## src/hw/rtl/htfd_pkg.sv

```systemverilog
// ----------------------------------------------------------------------------
// htfd_pkg
// Shared types, constants and the CRC-8 byte update for the humidity and
// temperature frame decoder.
// ----------------------------------------------------------------------------
package htfd_pkg;

	localparam logic [7:0] CRC_INIT = 8'hFF;
	localparam logic [7:0] CRC_POLY = 8'h31;

	localparam int RAW_W  = 16;
	localparam int TEMP_W = 15;
	localparam int HUM_W  = 14;
	localparam int TPROD_W = 31;
	localparam int HPROD_W = 30;

	localparam logic [14:0] TEMP_SCALE  = 15'd17500;
	localparam logic [13:0] HUM_SCALE   = 14'd10000;
	localparam logic [15:0] TEMP_OFFSET = 16'd4500;
	localparam logic [16:0] FULL_SCALE  = 17'd65535;
	// 4500 * 65535: products below this give a negative temperature
	localparam logic [TPROD_W-1:0] TEMP_ZERO_PROD = 31'd294907500;

	typedef enum logic [2:0] {
		POS_T_HI  = 3'd0,
		POS_T_LO  = 3'd1,
		POS_T_CRC = 3'd2,
		POS_H_HI  = 3'd3,
		POS_H_LO  = 3'd4,
		POS_H_CRC = 3'd5
	} pos_t;

	typedef struct packed {
		logic             ok;
		logic [RAW_W-1:0] temp_raw;
		logic [RAW_W-1:0] hum_raw;
	} frame_t;

	function automatic logic [7:0] crc8_feed(input logic [7:0] crc, input logic [7:0] b);
		logic [7:0] c;
		c = crc ^ b;
		for (int k = 0; k < 8; k++) begin
			if (c[7]) begin
				c = {c[6:0], 1'b0} ^ CRC_POLY;
			end else begin
				c = {c[6:0], 1'b0};
			end
		end
		return c;
	endfunction

endpackage

```

## src/hw/rtl/htfd_frame.sv

```systemverilog
// ----------------------------------------------------------------------------
// htfd_frame
// Byte position tracking, CRC checks and word assembly; holds one finished
// frame in the s1 register until the conversion stage takes it.
// ----------------------------------------------------------------------------
module htfd_frame import htfd_pkg::*; (
	input  logic       clk,
	input  logic       arst_n,
	input  logic       in_valid,
	output logic       in_ready,
	input  logic [7:0] rx_byte,
	input  logic       frame_start,
	output logic       frm_valid,
	input  logic       frm_ready,
	output frame_t     frm
);

	pos_t             pos_q, pos_cur, pos_nxt;
	logic [7:0]       crc_q, crc_cur, crc_nxt;
	logic             fwok_q, fwok_nxt;
	logic [RAW_W-1:0] temp_q, temp_nxt;
	logic [RAW_W-1:0] hum_q, hum_nxt;
	logic             valid_s1;
	frame_t           frame_s1;
	logic             accept;
	logic             done;
	logic             restart;

	assign in_ready  = !valid_s1 || frm_ready;
	assign accept    = in_valid && in_ready;
	assign frm_valid = valid_s1;
	assign frm       = frame_s1;

	assign restart = frame_start || (pos_q > POS_H_CRC);
	assign pos_cur = restart ? POS_T_HI : pos_q;
	assign crc_cur = restart ? CRC_INIT : crc_q;

	// next state
	always_comb begin
		unique case (pos_cur)
			POS_T_HI:  pos_nxt = POS_T_LO;
			POS_T_LO:  pos_nxt = POS_T_CRC;
			POS_T_CRC: pos_nxt = POS_H_HI;
			POS_H_HI:  pos_nxt = POS_H_LO;
			POS_H_LO:  pos_nxt = POS_H_CRC;
			default:   pos_nxt = POS_T_HI;
		endcase
	end

	// datapath
	always_comb begin
		crc_nxt  = crc_cur;
		fwok_nxt = fwok_q;
		temp_nxt = temp_q;
		hum_nxt  = hum_q;
		done     = 1'b0;
		unique case (pos_cur)
			POS_T_HI: begin
				crc_nxt  = crc8_feed(CRC_INIT, rx_byte);
				temp_nxt = {rx_byte, temp_q[7:0]};
			end
			POS_T_LO: begin
				crc_nxt  = crc8_feed(crc_cur, rx_byte);
				temp_nxt = {temp_q[15:8], rx_byte};
			end
			POS_T_CRC: begin
				fwok_nxt = (crc_cur == rx_byte);
				crc_nxt  = CRC_INIT;
			end
			POS_H_HI: begin
				crc_nxt = crc8_feed(crc_cur, rx_byte);
				hum_nxt = {rx_byte, hum_q[7:0]};
			end
			POS_H_LO: begin
				crc_nxt = crc8_feed(crc_cur, rx_byte);
				hum_nxt = {hum_q[15:8], rx_byte};
			end
			default: begin
				crc_nxt = CRC_INIT;
				done    = 1'b1;
			end
		endcase
	end

	always_ff @(posedge clk or negedge arst_n) begin
		if (!arst_n) begin
			pos_q    <= POS_T_HI;
			crc_q    <= CRC_INIT;
			fwok_q   <= 1'b0;
			temp_q   <= '0;
			hum_q    <= '0;
			valid_s1 <= 1'b0;
		end else begin
			if (accept) begin
				pos_q  <= pos_nxt;
				crc_q  <= crc_nxt;
				fwok_q <= fwok_nxt;
				temp_q <= temp_nxt;
				hum_q  <= hum_nxt;
			end
			if (in_ready) begin
				valid_s1 <= accept && done;
			end
		end
	end

	always_ff @(posedge clk) begin
		if (accept && done) begin
			frame_s1.ok       <= fwok_q && (crc_cur == rx_byte);
			frame_s1.temp_raw <= temp_q;
			frame_s1.hum_raw  <= hum_q;
		end
	end

endmodule

```

## src/hw/rtl/htfd_convert.sv

```systemverilog
// ----------------------------------------------------------------------------
// htfd_convert
// Scales the raw words (s2: constant multiplies) and divides by full scale
// with one correction step into the output register.
// ----------------------------------------------------------------------------
module htfd_convert import htfd_pkg::*; (
	input  logic        clk,
	input  logic        arst_n,
	input  logic        frm_valid,
	output logic        frm_ready,
	input  frame_t      frm,
	output logic        m_tvalid,
	input  logic        m_tready,
	output logic [31:0] m_tdata,
	output logic        m_tuser
);

	logic               valid_s2;
	logic               ok_s2;
	logic [TPROD_W-1:0] tprod_s2;
	logic [HPROD_W-1:0] hprod_s2;
	logic               valid_q;
	logic               ok_q;
	logic [TEMP_W-1:0]  temp_q;
	logic [HUM_W-1:0]   hum_q;
	logic               out_adv;
	logic               s2_adv;

	logic [16:0]        t_rem0, h_rem0;
	logic               t_ge, h_ge, t_rnz, t_neg;
	logic [TEMP_W-1:0]  t_quo;
	logic [HUM_W-1:0]   h_quo;
	logic [15:0]        t_signed;

	assign out_adv   = !valid_q || m_tready;
	assign s2_adv    = !valid_s2 || out_adv;
	assign frm_ready = s2_adv;

	// x / 65535: x = q0*65536 + l = q0*65535 + (q0 + l), remainder below 2*65535
	always_comb begin
		t_rem0   = {2'b0, tprod_s2[30:16]} + {1'b0, tprod_s2[15:0]};
		t_ge     = (t_rem0 >= FULL_SCALE);
		t_rnz    = t_ge ? (t_rem0 != FULL_SCALE) : (t_rem0 != 17'd0);
		t_neg    = (tprod_s2 < TEMP_ZERO_PROD);
		t_quo    = tprod_s2[30:16] + {14'd0, t_ge} + {14'd0, t_neg && t_rnz};
		t_signed = {1'b0, t_quo} - TEMP_OFFSET;
		h_rem0   = {3'b0, hprod_s2[29:16]} + {1'b0, hprod_s2[15:0]};
		h_ge     = (h_rem0 >= FULL_SCALE);
		h_quo    = hprod_s2[29:16] + {13'd0, h_ge};
	end

	always_ff @(posedge clk or negedge arst_n) begin
		if (!arst_n) begin
			valid_s2 <= 1'b0;
			valid_q  <= 1'b0;
		end else begin
			if (s2_adv) begin
				valid_s2 <= frm_valid;
			end
			if (out_adv) begin
				valid_q <= valid_s2;
			end
		end
	end

	always_ff @(posedge clk) begin
		if (s2_adv && frm_valid) begin
			ok_s2    <= frm.ok;
			tprod_s2 <= {16'd0, TEMP_SCALE} * {15'd0, frm.temp_raw};
			hprod_s2 <= {16'd0, HUM_SCALE} * {14'd0, frm.hum_raw};
		end
		if (out_adv && valid_s2) begin
			ok_q   <= ok_s2;
			temp_q <= ok_s2 ? t_signed[TEMP_W-1:0] : '0;
			hum_q  <= ok_s2 ? h_quo : '0;
		end
	end

	assign m_tvalid = valid_q;
	assign m_tuser  = ok_q;
	assign m_tdata  = {3'b000, hum_q, temp_q};

endmodule

```

## src/hw/rtl/humidity_temp_frame_decoder_top.sv

```systemverilog
// ----------------------------------------------------------------------------
// humidity_temp_frame_decoder_top
// Decodes six-byte temperature/humidity frames with CRC-8 checks.
// ----------------------------------------------------------------------------
// Takes one byte per cycle, sustained unless the result side stalls; a byte
// with tuser high starts a new frame. Frame order: temperature high, low, CRC,
// humidity high, low, CRC (CRC-8, poly 0x31, init 0xFF). The sixth byte
// yields one result beat: the frame register loads on the accepting edge,
// then the constant-multiply stage, then the divide-by-65535 correction into
// the output register. tuser on the result is the valid flag; on a CRC
// mismatch both readings are zero.
// ----------------------------------------------------------------------------
module humidity_temp_frame_decoder_top import htfd_pkg::*; (
	input  logic        clk,
	input  logic        arst_n,
	input  logic        s_tvalid,
	output logic        s_tready,
	input  logic [7:0]  s_tdata,  // [7:0] rx_byte
	input  logic        s_tuser,  // frame_start
	output logic        m_tvalid,
	input  logic        m_tready,
	output logic [31:0] m_tdata,  // [14:0] temp_centideg, [28:15] hum_centipct
	output logic        m_tuser   // reading_valid
);

	logic   frm_valid;
	logic   frm_ready;
	frame_t frm;

	htfd_frame u_frame (
		.clk         (clk),
		.arst_n      (arst_n),
		.in_valid    (s_tvalid),
		.in_ready    (s_tready),
		.rx_byte     (s_tdata),
		.frame_start (s_tuser),
		.frm_valid   (frm_valid),
		.frm_ready   (frm_ready),
		.frm         (frm)
	);

	htfd_convert u_convert (
		.clk       (clk),
		.arst_n    (arst_n),
		.frm_valid (frm_valid),
		.frm_ready (frm_ready),
		.frm       (frm),
		.m_tvalid  (m_tvalid),
		.m_tready  (m_tready),
		.m_tdata   (m_tdata),
		.m_tuser   (m_tuser)
	);

endmodule

```

## config.mk

```make
export PLATFORM = sky130hd
export DESIGN_NAME = humidity_temp_frame_decoder_top
export DESIGN_NICKNAME = d
export VERILOG_FILES = /design/src/hw/rtl/htfd_pkg.sv /design/src/hw/rtl/htfd_frame.sv /design/src/hw/rtl/htfd_convert.sv /design/src/hw/rtl/humidity_temp_frame_decoder_top.sv
export SDC_FILE = /design/constraint.sdc
export NUM_CORES = 1
export LEC_CHECK = 0
export BUFFER_PORTS_ARGS = -buffer_cell sky130_fd_sc_hd__buf_2
export CAP_MARGIN = 20
export CORE_MARGIN = 2
export CORE_UTILIZATION = 35
export CTS_CLUSTER_DIAMETER = 30
export DETAILED_ROUTE_END_ITERATION = 12
export MAX_ROUTING_LAYER = met4
export SYNTH_ARGS = -nofsm -noshare
export SYNTH_HDL_FRONTEND = slang
export SYNTH_SLANG_ARGS = --single-unit
```

## constraint.sdc

```tcl
create_clock -name clk -period 4.95 [get_ports clk]
set_clock_uncertainty 0.1 [all_clocks]
set_input_delay 0.2475 -clock clk [delete_from_list [all_inputs] [get_ports clk]]
set_output_delay 0.2475 -clock clk [all_outputs]
set_load 0.03 [all_outputs]
```

==> impl_metrics.env, run 1 <==
export IMPL_clock_latency_ps=440
export IMPL_maxCapViolCount=0
export IMPL_synthArstFlopShare=0.2831
export IMPL_routabilityCongestion=0.8726
export IMPL_antenna_left=0
export IMPL_synth_distinct_cells=74
export IMPL_p_leak_uw=0.007540
export IMPL_rsz0062_at_grt="true"
export IMPL_post_route_cell_area_um2=16620
export IMPL_drive_gt1_frac=0.1853
export IMPL_critPathArrivalTime_ps=5090
export IMPL_synth_edf_count=119
export IMPL_dr_total_vias=9740
export IMPL_endpoint="u_convert.tprod_s2[29]"
export IMPL_worstMarginPinSlew_ps=1002
export IMPL_initial_core_util=0.3538
export IMPL_fin_ws_ps=38.29
export IMPL_max_freq_mhz=203.6
export IMPL_die_h_um=204.4
export IMPL_hp_class="in -> reg"
export IMPL_final_cell_mix="236 x inv_1, 173 x ha_1, 119 x edfxtp_1"
export IMPL_antenna_cells=0
export IMPL_hold_violations=0
export IMPL_synth_ff_type="edfxtp_1"
export IMPL_cts_tree="yes"
export IMPL_dieWidth_um=204.4
export IMPL_core_um2=39730
export IMPL_grt_usage=0.1487
export IMPL_path_clk_slew_ps=70
export IMPL_r2r_start="u_frame.frm[28]"
export IMPL_rr_worst_depth=18
export IMPL_ys_ff_latch=166
export IMPL_required_ps=5130
export IMPL_dr_pass1_iters=5
export IMPL_critPathCaptureType="flip-flop"
export IMPL_irDropWorstVdd_mv=0.2144
export IMPL_relSlewSlack=0.3261
export IMPL_startpoint="u_frame.frm[28]"
export IMPL_num_rows=73
export IMPL_place_hpwl_mm=22.37
export IMPL_outcome="finished clean"
export IMPL_slew_viol_final=0
export IMPL_drc_errors=0
export IMPL_ys_warn_count=0
export IMPL_cts_made_buffers=17
export IMPL_timing_final_crit_share=0.9923
export IMPL_grt_pass1_vias=9941
export IMPL_nNetsFinal=1777
export IMPL_r2r_end="u_convert.tprod_s2[29]"
export IMPL_ff2ff_setup_slack_ps=40
export IMPL_post_drt_wl_per_cell_um=14.29
export IMPL_crit_fanout=4
export IMPL_placed_cell_area_um2=15290
export IMPL_fin_crit_ps=4912
export IMPL_io_buffer_count=44
export IMPL_clockRootBuffer="clkbuf_16"
export IMPL_dp_slack_ps=-160.4
export IMPL_via_per_inst=4.810
export IMPL_drt_wl_total_mm=28.94
export IMPL_cts_sinks=166
export IMPL_cp_start_kind="flip-flop"
export IMPL_critical_path_class="reg -> reg"
export IMPL_powerDensity_nw_per_um2=303.2
export IMPL_clk_path_buf_depth=2
export IMPL_synth_area_um2=14060
export IMPL_setup_viol=0
export IMPL_grt_antenna_before_repair=0
export IMPL_gr_total_overflow=0
export IMPL_dieArea_um2=41780
export IMPL_syn_avg_cell_area_um2=10.29
export IMPL_hp_start="s_tdata[5]"
export IMPL_area_growth_synth_to_final_pct=18.25
export IMPL_drt_first_iter_violations=383
export IMPL_syn_inst=1366
export IMPL_htreeDepth=4
export IMPL_fin_setup_tns_ps=0
export IMPL_layout_commonest_cell="inv_1"
export IMPL_ys_seq_area_frac=0.3386
export IMPL_io_pins=48
export IMPL_grt_max_degree=57
export IMPL_grt_pass1_wl_mm=48.31
## worst min path at each step
stage,to,cells past startpoint
floorplan,u_convert.m_tvalid,0
global placement,u_frame.pos_q[0],2
detailed placement,u_frame.pos_q[1],2
CTS,u_frame.temp_q[13],3
global route,u_frame.temp_q[13],3
finish,u_frame.temp_q[13],3
## per-stage QoR
stage	total power, uW	utilization	hold slack, ps	instances
floorplan	3045	-	-148.1	1368
global placement	3440	0.3849	290.1	1968
detailed placement	3475	0.3849	288.8	1968
CTS	4900	0.4062	59.14	2012
global route	5382	0.4184	98.71	2025
finish	5040	0.4184	81.86	2025
## synth_stat cells (6+ instances only)
cell type	n	area share
a211oi_1	14	0.0075
a21o_1	19	0.010
a21oi_1	57	0.020
a221oi_1	8	0.0050
a31oi_1	6	0.0027
and2_1	30	0.013
and3_1	10	0.0045
buf_2	6	0.0021
clkbuf_1	24	0.0064
dfrtp_1	39	0.069
dfstp_2	8	0.015
edfxtp_1	119	0.25
fa_1	83	0.12
ha_1	194	0.17
inv_1	247	0.066
mux2_2	16	0.013
nand2_1	74	0.020
nand2b_1	8	0.0036
nand3_1	30	0.011
nand4_1	11	0.0049
nor2_1	58	0.015
nor2b_1	6	0.0027
nor3_1	18	0.0064
nor4_1	10	0.0045
o21a_1	11	0.0059
o21ai_0	35	0.012
o21bai_1	8	0.0043
o31ai_1	9	0.0048
or2_2	7	0.0031
or3_1	12	0.0053
xnor2_1	74	0.046
xor2_1	31	0.019
## report_power, final
part / internal, uW / switching [uW] / leakage, uW
combinational: 873 / 971 / 0.00560
sequential: 1730 / 116 / 0.00166
clock: 765 / 582 / 0.000287
## area by class of cell
type / instances / area, um2
sequential: 166 / 4760
fill: 3756 / 23110
timing repair buffer: 136 / 942.2
inverter: 248 / 930.9
clock buffer: 22 / 486.7
clock inverter: 10 / 106.4
tap: 525 / 656.9
multi-input combinational: 918 / 8740
## per-layer routing
layer / GRT usage / vias up / wire length (um)
met3: 0.02025 / 30 / 750
li1: - / 4903 / -
met5: - / - / 0
met2: 0.2433 / 142 / 13790
met1: 0.1922 / 4665 / 13900
met4: 0.04348 / 0 / 507
## kinds of logic after synthesis
| kind of cell | after synthesis | synth area share |
|---|---|---|
| other | 1 | 0.0002668 |
| XOR/XNOR | 105 | 0.06542 |
| adder cells (fa/ha/maj) | 277 | 0.2909 |
| multiplexers | 20 | 0.01584 |
| AO/OA/AOI/OAI | 220 | 0.1065 |
| flip-flops | 166 | 0.3386 |
| AND/OR/NAND/NOR | 293 | 0.1053 |
| buffers and inverters | 284 | 0.07726 |
## sequential cells by signal, summed over array words and instances (netlist names)
name	count
u_frame.frm	33
u_convert.tprod_s2	29
u_convert.hprod_s2	26
u_frame.hum_q	16
u_frame.temp_q	16
u_convert.temp_q	15
u_convert.hum_q	14
u_frame.crc_q	8
u_frame.pos_q	3
u_convert.m_tuser	1
u_convert.m_tvalid	1
u_convert.ok_s2	1
u_convert.valid_s2	1
u_frame.frm_valid	1
u_frame.fwok_q	1
## critical path, cell delays in order (launching register included)
cell and delay (ps):
edfxtp_1 430, ha_1 320, inv_2 40, fa_1 490
inv_2 50, ha_4 250, inv_2 30, fa_1 470
inv_1 50, fa_1 490, ha_4 300, nand4_1 110
a21oi_2 140, nand2_2 100, a2111oi_4 370, nor3_2 110
or4b_4 530, a211o_1 290, o2111ai_2 90
## repair_timing
action	in CTS	in global routing
hold endpoints to repair	41	0
pin swaps	31	51
setup endpoints to repair	5	16
gates resized for setup	22	75
buffers inserted	10	14
hold buffers	2	0
No activity file was read; power rests on OpenSTA's default activity.
==> inputs of run 2 (changes only) <==
Settings changed: PLACE_DENSITY_LB_ADDON set to 0.05.
==> impl_metrics.env, run 2 (synthesized netlist as in run 1, its figures left out) <==
export IMPL_outcome="finished clean"
export IMPL_critPathArrivalTime_ps=5040
export IMPL_io_buffer_count=44
export IMPL_grt_max_degree=48
export IMPL_grt_usage=0.1574
export IMPL_drc_errors=0
export IMPL_slew_viol_final=0
export IMPL_fin_crit_ps=4855
export IMPL_nNetsFinal=1794
export IMPL_cp_start_kind="flip-flop"
export IMPL_gr_total_overflow=0
export IMPL_relSlewSlack=0.4005
export IMPL_critical_path_class="reg -> reg"
export IMPL_hold_violations=0
export IMPL_maxCapViolCount=0
export IMPL_fin_ws_ps=94.83
export IMPL_top_layer_used="met4"
export IMPL_p_switching_uw=1654
export IMPL_critPathCaptureType="flip-flop"
export IMPL_drt_met1_wl_mm=15.52
export IMPL_power_uw=4909
export IMPL_path_cells="buf_4, buf_4, buf_4, ha_1, inv_1, fa_1, fa_1, inv_1, fa_1, ha_4, o21a_1, nor2_2, a2111oi_4, nor3_2, or4b_4, a211o_1, o2111ai_1"
export IMPL_cts_sinks=166
export IMPL_hp_class="in -> reg"
export IMPL_ff2ff_setup_slack_ps=90
export IMPL_final_cell_mix="240 x inv_1, 175 x ha_1, 119 x edfxtp_1"
export IMPL_required_ps=5140
export IMPL_whs_ps=78.68
export IMPL_routabilityCongestion=0.8180
export IMPL_hold_end="u_frame.hum_q[8]"
export IMPL_irDropWorstVdd_mv=0.2460
export IMPL_cts_tree="yes"
export IMPL_grt_pass1_vias=9615
export IMPL_power_frac_seq=0.376
export IMPL_powerDensity_nw_per_um2=295.4
export IMPL_r2r_start="u_frame.frm[20]"
export IMPL_core_um2=39730
export IMPL_rsz0062_at_grt="true"
export IMPL_dieArea_um2=41780
export IMPL_initial_core_util=0.3538
export IMPL_timing_final_crit_share=0.9808
export IMPL_dr_total_vias=9431
export IMPL_htreeDepth=4
export IMPL_place_hpwl_mm=24.52
export IMPL_path_buf_inv=5
export IMPL_post_drt_wl_per_cell_um=14.71
export IMPL_layout_commonest_cell="inv_1"
export IMPL_num_rows=73
export IMPL_rr_worst_depth=17
export IMPL_final_util=0.4183
export IMPL_path_clk_slew_ps=70
export IMPL_crit_fanout=3
export IMPL_p_comb_frac=0.370
export IMPL_drt_first_iter_violations=345
export IMPL_drive_gt1_frac=0.1912
export IMPL_antenna_cells=0
export IMPL_dr_wl_met2_mm=13.53
export IMPL_drt_wl_total_mm=30.03
export IMPL_cpMaxStageDelayCell="fa_1"
export IMPL_placed_cell_area_um2=15440
export IMPL_dieWidth_um=204.4
export IMPL_worstMarginPinSlew_ps=899.2
export IMPL_clock_latency_ps=450
export IMPL_grt_antenna_before_repair=0
export IMPL_post_route_cell_area_um2=16620
export IMPL_grt_pass1_wl_mm=50.28
export IMPL_power_internal_uw=3256
export IMPL_dr_pass1_iters=4
export IMPL_wl_met3_um=628
export IMPL_r2r_end="u_convert.tprod_s2[29]"
export IMPL_largest_reg_flops=33
export IMPL_dp_slack_ps=-119.4
export IMPL_swShare=0.3369
export IMPL_holdPathStages=3
export IMPL_hp_start="s_tdata[0]"
export IMPL_fill_cells=3957
export IMPL_p_leak_uw=0.007604
export IMPL_clk_path_buf_depth=2
export IMPL_io_pins=48
export IMPL_die_h_um=204.4
export IMPL_clockPowerShare=0.254
export IMPL_antenna_left=0
export IMPL_max_freq_mhz=206.0
export IMPL_clockRootBuffer="clkbuf_16"
export IMPL_via_per_inst=4.619
export IMPL_setup_viol=0
export IMPL_cpLargestDelayFamily="adder cells"
export IMPL_cts_made_buffers=17
export IMPL_area_growth_synth_to_final_pct=18.22
export IMPL_max_stage_delay_ps=540
run 2: changes by cell type in the layout (fill, tap and decap cells not counted), sizes merged:
| cell | previous run | this run |
|---|---|---|
| buf | 134 | 151 |
| clkinv | 0 | 5 |
| clkbuf | 22 | 18 |
| bufinv | 1 | 0 |
| clkinvlp | 2 | 1 |
| inv | 255 | 256 |
run 2: per-layer routing:
| metal | global-route usage | vias to the layer above |
|---|---|---|
| met5 | - | - |
| met4 | 0.04063 | 0 |
| met3 | 0.02025 | 16 |
| met2 | 0.2482 | 92 |
| met1 | 0.2144 | 4383 |
| li1 | - | 4940 |
run 2: timing repair:
item,CTS,global route
gates resized for setup,9,74
hold buffers,2,0
hold endpoints to repair,41,0
endpoints found under the setup margin,8,21
buffers inserted,8,12
pin swaps,11,41
run 2: final cells by class:
| cell class | instances | area [um2] | share of cell area |
|---|---|---|---|
| Clock inverter | 14 | 116.4 | 0.007002 |
| Multi-Input combinational cell | 918 | 8663 | 0.5213 |
| Inverter | 248 | 930.9 | 0.05602 |
| Sequential cell | 166 | 4760 | 0.2864 |
| Clock buffer | 18 | 429.2 | 0.02582 |
| Tap cell | 525 | 656.9 | 0.03953 |
| Timing Repair Buffer | 153 | 1062 | 0.06392 |
run 2: power by group through the flow:
stage | registers, uW | clock network [uW] | logic, uW
finish | 1850 | 1250 | 1820
global route | 1870 | 1340 | 2070
CTS | 1850 | 1290 | 1690
detailed placement | 1880 | 0 | 1640
global placement | 1870 | 0 | 1650
floorplan | 1840 | 0 | 1210
run 2: worst register-to-register path, delay by kind of cell, from the launching register on:
kind	cells	cell delay, ps
fa+ha+maj	5	2060
compound gates	4	900
simple gates	3	670
buf+inv	5	550
flops	1	420
run 2: how the worst max path moves through the flow:
| stage | depth (start not counted) | start | slack (ps) | end |
|---|---|---|---|---|
| 2_1_floorplan | 18 | u_frame.frm[24] | 60 | u_convert.tprod_s2[29] |
| 3_3_place_gp | 19 | u_frame.frm[8] | -60 | u_convert.hprod_s2[29] |
| 3_5_place_dp | 19 | u_frame.frm[8] | -120 | u_convert.hprod_s2[29] |
| 4_1_cts | 19 | u_frame.frm[6] | -40 | u_convert.hprod_s2[29] |
| 5_1_grt | 18 | u_frame.frm[28] | -90 | u_convert.tprod_s2[29] |
| 6_report | 17 | u_frame.frm[20] | 90 | u_convert.tprod_s2[29] |
run 2: metrics by stage:
step                cells  TNS, ps
floorplan            1368        0
global placement     1988   -332.2
detailed placement   1988   -346.1
CTS                  2030   -39.27
global route         2042   -277.6
finish               2042        0
==> inputs of run 3 (changes only) <==
Settings changed: BUFFER_PORTS_ARGS -buffer_cell sky130_fd_sc_hd__buf_2 to -buffer_cell sky130_fd_sc_hd__buf_4, PLACE_DENSITY_LB_ADDON 0.05 to unset.
==> impl_metrics.env, run 3 (synthesized netlist as in run 1, its figures left out) <==
export IMPL_rsz0062_at_grt="true"
export IMPL_maxCapViolCount=0
export IMPL_initial_core_util=0.3538
export IMPL_cts_made_buffers=17
export IMPL_grt_antenna_before_repair=0
export IMPL_dieWidth_um=204.4
export IMPL_worstMarginPinSlew_ps=905.0
export IMPL_io_pins=48
export IMPL_hp_class="in -> reg"
export IMPL_antenna_cells=0
export IMPL_timing_final_crit_share=0.9961
export IMPL_clk_path_buf_depth=2
export IMPL_final_util=0.4149
export IMPL_num_rows=73
export IMPL_largest_reg_flops=33
export IMPL_area_growth_synth_to_final_pct=17.28
export IMPL_setup_viol=0
export IMPL_cts_sinks=166
export IMPL_critPathCaptureType="flip-flop"
export IMPL_wl_met3_um=661
export IMPL_cpMaxStageDelayCell="or4b_4"
export IMPL_outcome="finished clean"
export IMPL_die_h_um=204.4
export IMPL_cp_common_cell="fa_1"
export IMPL_place_hpwl_mm=22.31
export IMPL_final_cell_mix="245 x inv_1, 178 x ha_1, 125 x buf_4"
export IMPL_nNetsFinal=1772
export IMPL_dieArea_um2=41780
export IMPL_io_buffer_count=44
export IMPL_clockRootBuffer="clkbuf_16"
export IMPL_fin_crit_ps=4931
export IMPL_placed_cell_area_um2=15410
export IMPL_slew_viol_final=0
export IMPL_required_ps=5130
export IMPL_dr_total_vias=9620
export IMPL_core_um2=39730
export IMPL_power_uw=4820
export IMPL_critPathArrivalTime_ps=5110
export IMPL_routabilityCongestion=0.8601
export IMPL_relSlewSlack=0.3915
export IMPL_dr_wl_met2_mm=13.27
export IMPL_drt_wl_total_mm=28.19
export IMPL_max_freq_mhz=202.8
export IMPL_clock_latency_ps=440
export IMPL_post_drt_wl_per_cell_um=13.96
export IMPL_grt_max_degree=57
export IMPL_whs_ps=44.52
export IMPL_cts_tree="yes"
export IMPL_htreeDepth=4
export IMPL_irDropWorstVdd_mv=0.2532
export IMPL_grt_pass1_wl_mm=47.77
export IMPL_drt_met1_wl_mm=13.89
export IMPL_dr_pass1_iters=5
export IMPL_gr_total_overflow=0
export IMPL_path_clk_slew_ps=70
export IMPL_powerDensity_nw_per_um2=292.4
export IMPL_ff2ff_setup_slack_ps=20
export IMPL_drive_gt1_frac=0.1692
export IMPL_max_stage_delay_ps=530
export IMPL_hold_violations=0
export IMPL_top_layer_used="met4"
export IMPL_post_route_cell_area_um2=16490
export IMPL_drc_errors=0
export IMPL_path_cells="ha_1, inv_2, fa_1, inv_1, ha_1, inv_2, fa_1, inv_1, fa_1, ha_4, nand4_1, a21oi_2, nand2_2, a2111oi_4, nor3_2, or4b_4, a211o_1, o2111ai_1"
export IMPL_grt_pass1_vias=9870
export IMPL_drt_first_iter_violations=403
export IMPL_critical_path_class="reg -> reg"
export IMPL_layout_commonest_cell="inv_1"
export IMPL_antenna_left=0
export IMPL_via_per_inst=4.762
export IMPL_grt_usage=0.1464
export IMPL_p_leak_uw=0.007510
export IMPL_crit_fanout=4
export IMPL_cp_start_kind="flip-flop"
==> run 3: cell types whose count changed in the layout (fill, tap and decap cells not counted), sizes merged <==
cell      delta
bufinv       +1
clkinv       +2
inv          -7
buf         -22
clkbuf       +1
clkinvlp     +3
==> run 3: worst max-delay path, delay by kind of cell (launching register included) <==
family,cells,cell delay [ps]
DFF,1,440
buffers and inverters,4,170
and+or+nand+nor,4,860
AOI/OAI and AO/OA,4,880
adders and majority gates,6,2340
==> run 3: worst paths after layout <==
| kind | endpoint | from | depth (start not counted) |
|---|---|---|---|
| min in group asynchronous | u_frame.pos_q[0] | arst_n | 2 |
| max in group asynchronous | u_frame.temp_q[4] | arst_n | 2 |
| min | u_frame.temp_q[13] | s_tdata[5] | 3 |
| max reg2reg | u_convert.tprod_s2[29] | u_frame.frm[28] | 18 |
| max | u_convert.tprod_s2[29] | u_frame.frm[28] | 18 |
| min reg2reg | u_frame.frm[14] | u_frame.hum_q[14] | 0 |
==> run 3: timing repair <==
action / in CTS / in global routing
hold endpoints to repair: 41 / 0
resized for setup: 10 / 59
hold buffers: 2 / 0
setup endpoints to repair: 7 / 18
setup buffers: 8 / 11
pin swaps: 11 / 35
==> run 3: through the flow <==
stage	setup slack [ps]	setup TNS, ps	cells
4_1_cts	-32.18	-57.15	2011
2_1_floorplan	63.69	0	1368
5_1_grt	-157.7	-361.0	2020
3_3_place_gp	-163.7	-223.1	1969
3_5_place_dp	-143.5	-364.6	1969
6_report	19.15	0	2020
==> run 3: per-layer routing <==
layer,up-vias,GRT usage
li1,4889,-
met1,4589,0.1904
met3,23,0.02168
met5,-,-
met4,0,0.04348
met2,119,0.2368
==> run 3: cell type report <==
class | instances | area (um2)
tap | 525 | 656.9
clock inverter | 13 | 107.6
fill | 3817 | 23250
multi-input combinational | 918 | 8594
timing repair buffer | 131 | 1003
sequential | 166 | 4760
clock buffer | 19 | 432.9
inverter | 248 | 930.9
==> run 3: power by group <==
group / internal, uW / switching [uW] / leakage, uW / total (uW)
Sequential: 1730 / 116 / 0.00166 / 1850
Combinational: 822 / 924 / 0.00560 / 1750
Clock: 685 / 538 / 0.000250 / 1220
Total: 3240 / 1580 / 0.00751 / 4820
